===== src/sv/btlpm_ram.sv =====
// Generic single-write, single-read synchronous RAM with registered read data.
// No dependencies.
module btlpm_ram #(
  parameter int Width = 8,
  parameter int Depth = 16
) (
  input  logic                     clk_i,
  input  logic                     we_i,
  input  logic [$clog2(Depth)-1:0] waddr_i,
  input  logic [Width-1:0]         wdata_i,
  input  logic                     re_i,
  input  logic [$clog2(Depth)-1:0] raddr_i,
  output logic [Width-1:0]         rdata_o
);

  logic [Width-1:0] mem_q [Depth];

  always_ff @(posedge clk_i) begin
    if (we_i) begin
      mem_q[waddr_i] <= wdata_i;
    end
    if (re_i) begin
      rdata_o <= mem_q[raddr_i];
    end
  end

endmodule


===== config.mk =====
export PLATFORM = sky130hd
export DESIGN_NAME = btlpm_ram
export DESIGN_NICKNAME = d
export VERILOG_FILES = /design/src/sv/btlpm_ram.sv
export SDC_FILE = /design/constraint.sdc
export NUM_CORES = 1
export LEC_CHECK = 0
export BUFFER_PORTS_ARGS = -buffer_cell sky130_fd_sc_hd__buf_2
export CORE_MARGIN = 4
export CORE_UTILIZATION = 65
export DETAILED_ROUTE_END_ITERATION = 10
export PLACE_DENSITY_LB_ADDON = 0.25
export REMOVE_ABC_BUFFERS = 1
export SETUP_SLACK_MARGIN = 0.05
export SLEW_MARGIN = 20
export SYNTH_ARGS = -nofsm -noshare
export SYNTH_HDL_FRONTEND = slang
export SYNTH_SLANG_ARGS = --single-unit

===== constraint.sdc =====
create_clock -name clk_i -period 3.8 [get_ports clk_i]
set_input_delay 0.38 -clock clk_i [delete_from_list [all_inputs] [get_ports clk_i]]
set_output_delay 0.38 -clock clk_i [all_outputs]
set_load 0.02 [all_outputs]

Yosys cells after proc, flatten, opt, wreduce, memory -nomap -nowiden:

Memory sizes are Yosys's and may differ from the RTL's. A register that Yosys moved wholly into a read port is not among the register bits.
Cells that the tools add are included.

* add/subtract/negate cells: 0
* multiplexer cells: 2
* reductions and logical operators: 0
* magnitude comparators: 0
* equality and inequality tests: 0
* bitwise gates (word level): 0
* $mul: 0
* divide/modulo/power cells: 0
* shift operators: 0

Operators with widths (number)
* $mux W1: 2

* bits in writable memories: 128
* bits of input ports: 19
* bits in read-only memories: 0
* output and inout bits: 8
* bits in registers: 0
* bits in latches: 0
* memories: 1

Memories
* mem_q: words 16, width 8, read ports 1, clocked after Yosys merged registers in 1, wr ports 1, RTL line 16 `logic [Width-1:0] mem_q [Depth];`

Longest topological paths before layout:

Gate-level depths: netlist of run 1.

* depth in word-level cells: 2
* mapped depth: 5

Least setup slack after synthesis of run 1:

No wires, ideal clock.

* path type: in2reg
* start point: in waddr_i[2]
* end point: mem mem_q[0][0] (enable)
* slack: 1.927 ns
* required time: 3.417 ns
* library setup time: 0.383 ns
* arrival: 1.490 ns
* stages on the path: 2
* path buffers: 0
* cells stage by stage: or3b_2 nor3_1

RTL lines
* from (decl): RTL line 9 `input logic [$clog2(Depth)-1:0] waddr_i,`
* to (decl): RTL line 16

No word-level cell before the write port.

==> results of run 1 <==
-- stage by stage --
stage	total power [mW]	hold WS, ps	setup WS (ps)	utilization (%)
2_1_floorplan	1.80	479	1930	-
3_3_place_gp	1.88	729	1440	70.1
3_5_place_dp	1.89	729	1410	70.1
4_1_cts	3.46	215	1930	77.5
5_1_grt	3.56	214	1850	77.5
6_report	3.45	232	1940	77.5
-- how the worst max path moves through the flow --
stage                     startpoint          end
final                     raddr_i[0]   rdata_o[3]
after global routing      raddr_i[0]   rdata_o[1]
after CTS                 raddr_i[0]   rdata_o[3]
after detailed placement  raddr_i[0]   rdata_o[3]
after global placement    raddr_i[0]   rdata_o[3]
after floorplan           waddr_i[2]  mem_q[0][0]
-- per-layer routing --
layer / vias to the layer above / GRT usage (%) / part of all wire, %
met5: - / 0 / 0
met2: 173 / 35.3 / 49
met4: 0 / 6.50 / 0.87
met1: 1289 / 35.0 / 40
met3: 11 / 7.97 / 10
li1: 1064 / - / -
-- cell usage in the layout (no fill, tap or decap), types with 4 or more instances in the layout --
cell type and instances:
edfxtp_1 136, buf_2 26, mux4_2 18, a22oi_1 16, clkbuf_16 16, mux4_1 14, nor2_1 13, nand2_1 9
clkinv_2 6, buf_4 6, nor3_1 4
-- cell type report --
class | instances | area [um^2] | share of cell area, %
Timing Repair Buffer | 32 | 175 | 2.91
Sequential cell | 136 | 4080 | 67.9
Clock inverter | 14 | 156 | 2.60
Tap cell | 102 | 128 | 2.12
Clock buffer | 18 | 418 | 6.94
Multi-Input combinational cell | 83 | 1060 | 17.6
-- flip-flops by register name (all words and copies together), names as in the netlist --
register,flops
mem_q,128
rdata_o,8
-- cell families after synthesis --
family / synth area share, %
AO/OA/AOI/OAI: 2.30
AND/OR/NAND/NOR: 3.14
flip-flops: 78.1
buffers and inverters: 1.65
multiplexers: 14.8
-- power by group through the flow --
stage	clock, mW	sequential, mW	combinational [mW]
after floorplan	0	1.74	0.0674
after global placement	0	1.73	0.152
after detailed placement	0	1.73	0.155
after CTS	1.60	1.70	0.158
after global routing	1.69	1.70	0.168
final	1.59	1.70	0.157
==> results_dict.tcl, run 1 <==
set metrics [dict create \
    critPathSlowestCell "buf_2" \
    num_vias 2537 \
    finalHoldViolCount 0 \
    place_area_um2 5440 \
    fin_cells 385 \
    synth_warnings 0 \
    hold_buffers 0 \
    ios 27 \
    first_global_vias 2582 \
    arrival_ps 2120 \
    vias_per_cell 6.59 \
    hold_path_startpoint "re_i" \
    hold_class "in -> reg" \
    grt_usage_pct 23.9 \
    pwr-share-seq_pct 49.3 \
    slowest_delay_ps 590 \
    cts_num_sinks 136 \
    cp_num_buf_inv 2 \
    rsz0062_at_grt "false" \
    areaGrowthSynthToFinish_pct 15.1 \
    synthTopCellsByArea "edfxtp_1, mux4_2, mux4_1" \
    synth-seq-area-share_pct 78.1 \
    cts-buffers-inserted 17 \
    grt_pass1_wl_um 16100 \
    final_area_um2 6020 \
    cts_resized 0 \
    clk_latency_ps 520 \
    yosys.cell_count.top_type "edfxtp_1" \
    endpoint_kind "flop" \
    cts_tree "built" \
    leakage_nw 2.02 \
    syn_inst 229 \
    htreeDepth 4 \
    path_depth 5 \
    slew_violations 0 \
    cp-start-kind "input pin" \
    dieHeight_um 97.7 \
    rr_worst_depth 3 \
    clk_pin_slew_ps 60 \
    synthFlopType "edfxtp_1" \
    avgSynthCellArea_um2 22.8 \
    powerDensity_nw_per_um2 573 \
    synth_largest_area_cell "edfxtp_1" \
    drv_cap 0 \
    clockRootBuffer "clkbuf_8" \
    grt_antenna_before_repair 0 \
    cp.required_ps 4070 \
    grt_overflow_total 0 \
    syn_area_um2 5230 \
    setup_tns_ps 0 \
    route.detailed.drc 0 \
    post_cts_buffers 0 \
    portBuffers 26 \
    min_to "rdata_o[2]" \
    firstDrtPassIters 5 \
    place_inst 353 \
    fin_worst_skew_ps 6.84 \
    vdd_ir_drop_max_v 0.000403 \
    critPathKind "in -> reg" \
    antenna_left 0 \
    async_flop_share_pct 0 \
    diodes 0 \
    synth_edf_count 136 \
    internal-power_mw 2.74 \
    rr_startpoint "mem_q[1][0]" \
    power_switching_mw 0.707 \
    critPathTopFamily "buffers and inverters" \
    fp.dieW_um 97.7 \
    relSlewSlack_pct 35.6 \
    die_area_um2 9540 \
    synthTopCellsByCount "edfxtp_1, mux4_2, a22oi_1" \
    place_hpwl_um 5870 \
    globalplace.congestion 0.753 \
    yosys_register_bits 136 \
    grt_max_degree 33 \
    final-setup-viol-count 0 \
    period_needed_ps 1860 \
    period_share_pct 48.8 \
    n_fill_cell 390 \
    wl_per_cell_um 27.1 \
    coreArea_um2 7770 \
    clkPwrFrac_pct 46.1 \
    clockBufferDepth 2 \
    drive_above_1_share_pct 28.6 \
    routed_wirelength_um 10400 \
    r2r_end "rdata_o[0]" \
    synth_cell_type_count 18 \
    r2r_slack_ps 2170 \
    cp_max_fo 24 \
    drt-initial-drc-count 288 \
    nets 289 \
    pwr-share-comb_pct 4.6 \
    synth.top_cell.area_share_pct 78.1 \
    holdPathStages 1 \
    cp_cell_sequence "buf_2 > buf_4 > mux4_1 > a22oi_1 > nand2_1" \
    outcome "complete, no violations" \
    rows 32 \
    fmax_ghz 0.539 \
    initial_core_util_pct 67.3 \
    worstMarginPinSlew_ps 962 \
    p_sw_share_pct 20.5 \
]
(Power assumes the default switching activity.)
==> run 2: changes to the inputs <==
--- a/config.mk
+++ b/config.mk
@@ -7,7 +7,7 @@
 export LEC_CHECK = 0
 export BUFFER_PORTS_ARGS = -buffer_cell sky130_fd_sc_hd__buf_2
 export CORE_MARGIN = 4
-export CORE_UTILIZATION = 65
+export CORE_UTILIZATION = 60
 export DETAILED_ROUTE_END_ITERATION = 10
 export PLACE_DENSITY_LB_ADDON = 0.25
 export REMOVE_ABC_BUFFERS = 1
==> constraint.sdc (replaced) <==
create_clock -name clk_i -period 1.9 [get_ports clk_i]
set_input_delay 0.19 -clock clk_i [delete_from_list [all_inputs] [get_ports clk_i]]
set_output_delay 0.19 -clock clk_i [all_outputs]
set_load 0.02 [all_outputs]
==> run 2 against run 1 <==
Die area increased by 7.6%. Clock power grew 99%. First-iteration DRC count decreased by 20%. Clock-buffer cell count increased by 1. Hold slack got worse by 160 ps. Critical path type is now reg -> reg. Register-to-register slack got worse by 1800 ps. Clock skew is 1.3 ps lower. Power increased by 100%. Global-route usage is 1.7 points lower. Sequential cell count did not move. Largest power group unchanged. Routed wire length fell by 3.0%.
==> results_dict.tcl, run 2 (same netlist as run 1, synthesis figures left out) <==
set metrics [dict create \
    cts_num_sinks 136 \
    fp.dieW_um 101 \
    final_common_cell "edfxtp_1" \
    leakage_nw 2.11 \
    period_share_pct 82.1 \
    grt_antenna_before_repair 0 \
    coreArea_um2 8340 \
    num_vias 2540 \
    cts_resized 0 \
    fin_cells 403 \
    top_regs "mem_q x128, rdata_o x8" \
    min_to "rdata_o[5]" \
    slew_violations 0 \
    place_inst 371 \
    rows 33 \
    finalHoldViolCount 0 \
    clk_pin_slew_ps 60 \
    clockRootBuffer "clkbuf_8" \
    grt_overflow_total 0 \
    routed_wirelength_um 10100 \
    setup_tns_ps 0 \
    clk_latency_ps 500 \
    cts-buffers-inserted 17 \
    drt-initial-drc-count 230 \
    post_cts_buffers 0 \
    die_area_um2 10300 \
    clockBufferDepth 2 \
    dieHeight_um 101 \
    htreeDepth 4 \
    hold_buffers 0 \
    r2r_slack_ps 340 \
    rsz0062_at_grt "false" \
    initial_core_util_pct 62.7 \
    mostFrequentLayoutCells "edfxtp_1, buf_2, buf_4, mux4_2" \
    vdd_ir_drop_max_v 0.000688 \
    cp_cell_sequence "mux4_1 > a22oi_1 > nand2_1" \
    critPathKind "reg -> reg" \
    final-setup-viol-count 0 \
    top_register "mem_q" \
    grt_max_degree 33 \
    cp_num_buf_inv 0 \
    grt_usage_pct 22.2 \
    relSlewSlack_pct 73.8 \
    place_hpwl_um 5770 \
    cp_max_fo 1 \
    grt_pass1_wl_um 16000 \
    slowest_delay_ps 510 \
    globalplace.congestion 0.749 \
    hold_path_startpoint "re_i" \
    critPathTopFamily "multiplexers" \
    hold_class "in -> reg" \
    antenna_left 0 \
    period_needed_ps 1560 \
    endpoint_kind "flop" \
    outcome "complete, no violations" \
    first_global_vias 2625 \
    diodes 0 \
    arrival_ps 1800 \
    r2r_end "rdata_o[2]" \
    cp.required_ps 2140 \
    critPathSlowestCell "mux4_1" \
    cts_tree "built" \
    vias_per_cell 6.30 \
    fmax_ghz 0.641 \
    rr_worst_depth 3 \
    fin_worst_skew_ps 5.59 \
    worstMarginPinSlew_ps 392 \
    cp-start-kind "flop" \
    portBuffers 26 \
    drive_above_1_share_pct 31.9 \
    drv_cap 0 \
    firstDrtPassIters 4 \
    largest_register_ffs 128 \
    areaGrowthSynthToFinish_pct 17.9 \
    ios 27 \
    route.detailed.drc 0 \
    holdPathStages 1 \
    wl_per_cell_um 25.1 \
    rr_startpoint "mem_q[9][2]" \
    nets 304 \
    powerDensity_nw_per_um2 1120 \
]
run 2: cell types whose count changed in the layout (fill, tap and decap cells not counted), sizes merged:
cell / before / now
buf: 32 / 47
clkbuf: 18 / 19
inv: 1 / 0
run 2: layout make-up:
cell class | count | area [um^2]
flip-flops and latches | 136 | 4080
well taps | 105 | 131
clock inverters | 13 | 155
multi-input cells | 83 | 1060
repair buffers | 47 | 313
clock buffers | 19 | 422
fillers | 470 | 2180
run 2: metrics by stage:
stage               utilization [%]  instance area (um^2)  hold WS (ps)  setup slack, ps  power [mW]
floorplan                         -                  5140           289              217        3.61
global placement               67.0                  5590           572              104        3.78
detailed placement             67.0                  5590           575             86.5        3.79
CTS                            73.9                  6160          45.4              315        6.95
global route                   73.9                  6160          48.7              272        7.13
finish                         73.9                  6160          67.8              340        6.90
run 2: power breakdown:
part | internal (mW) | leakage, nW | switching [mW]
registers | 3.38 | 1.24 | 0.0189
clock network | 1.99 | 0.279 | 1.19
logic | 0.135 | 0.593 | 0.191
total | 5.51 | 2.11 | 1.40
run 2: worst max path at each step:
stage	end	startpoint	slack [ps]	depth (start not counted)
2_1_floorplan	mem_q[0][0]	waddr_i[2]	220	2
3_3_place_gp	rdata_o[2]	raddr_i[0]	100	5
3_5_place_dp	rdata_o[2]	raddr_i[0]	90	5
4_1_cts	rdata_o[2]	mem_q[9][2]	310	3
5_1_grt	rdata_o[2]	mem_q[9][2]	270	3
6_report	rdata_o[2]	mem_q[9][2]	340	3
run 2: per-layer routing:
metal	global-route usage [%]	vias to the layer above	share of wire [%]
li1	-	1093	-
met2	33.2	109	50
met5	0	-	0
met3	5.30	5	7.4
met1	34.1	1333	42
met4	5.01	0	0.56
run 2: worst reg2reg max path: stages (launching register included):
cell and delay (ps):
edfxtp_1 390, mux4_1 510, a22oi_1 300, nand2_1 110
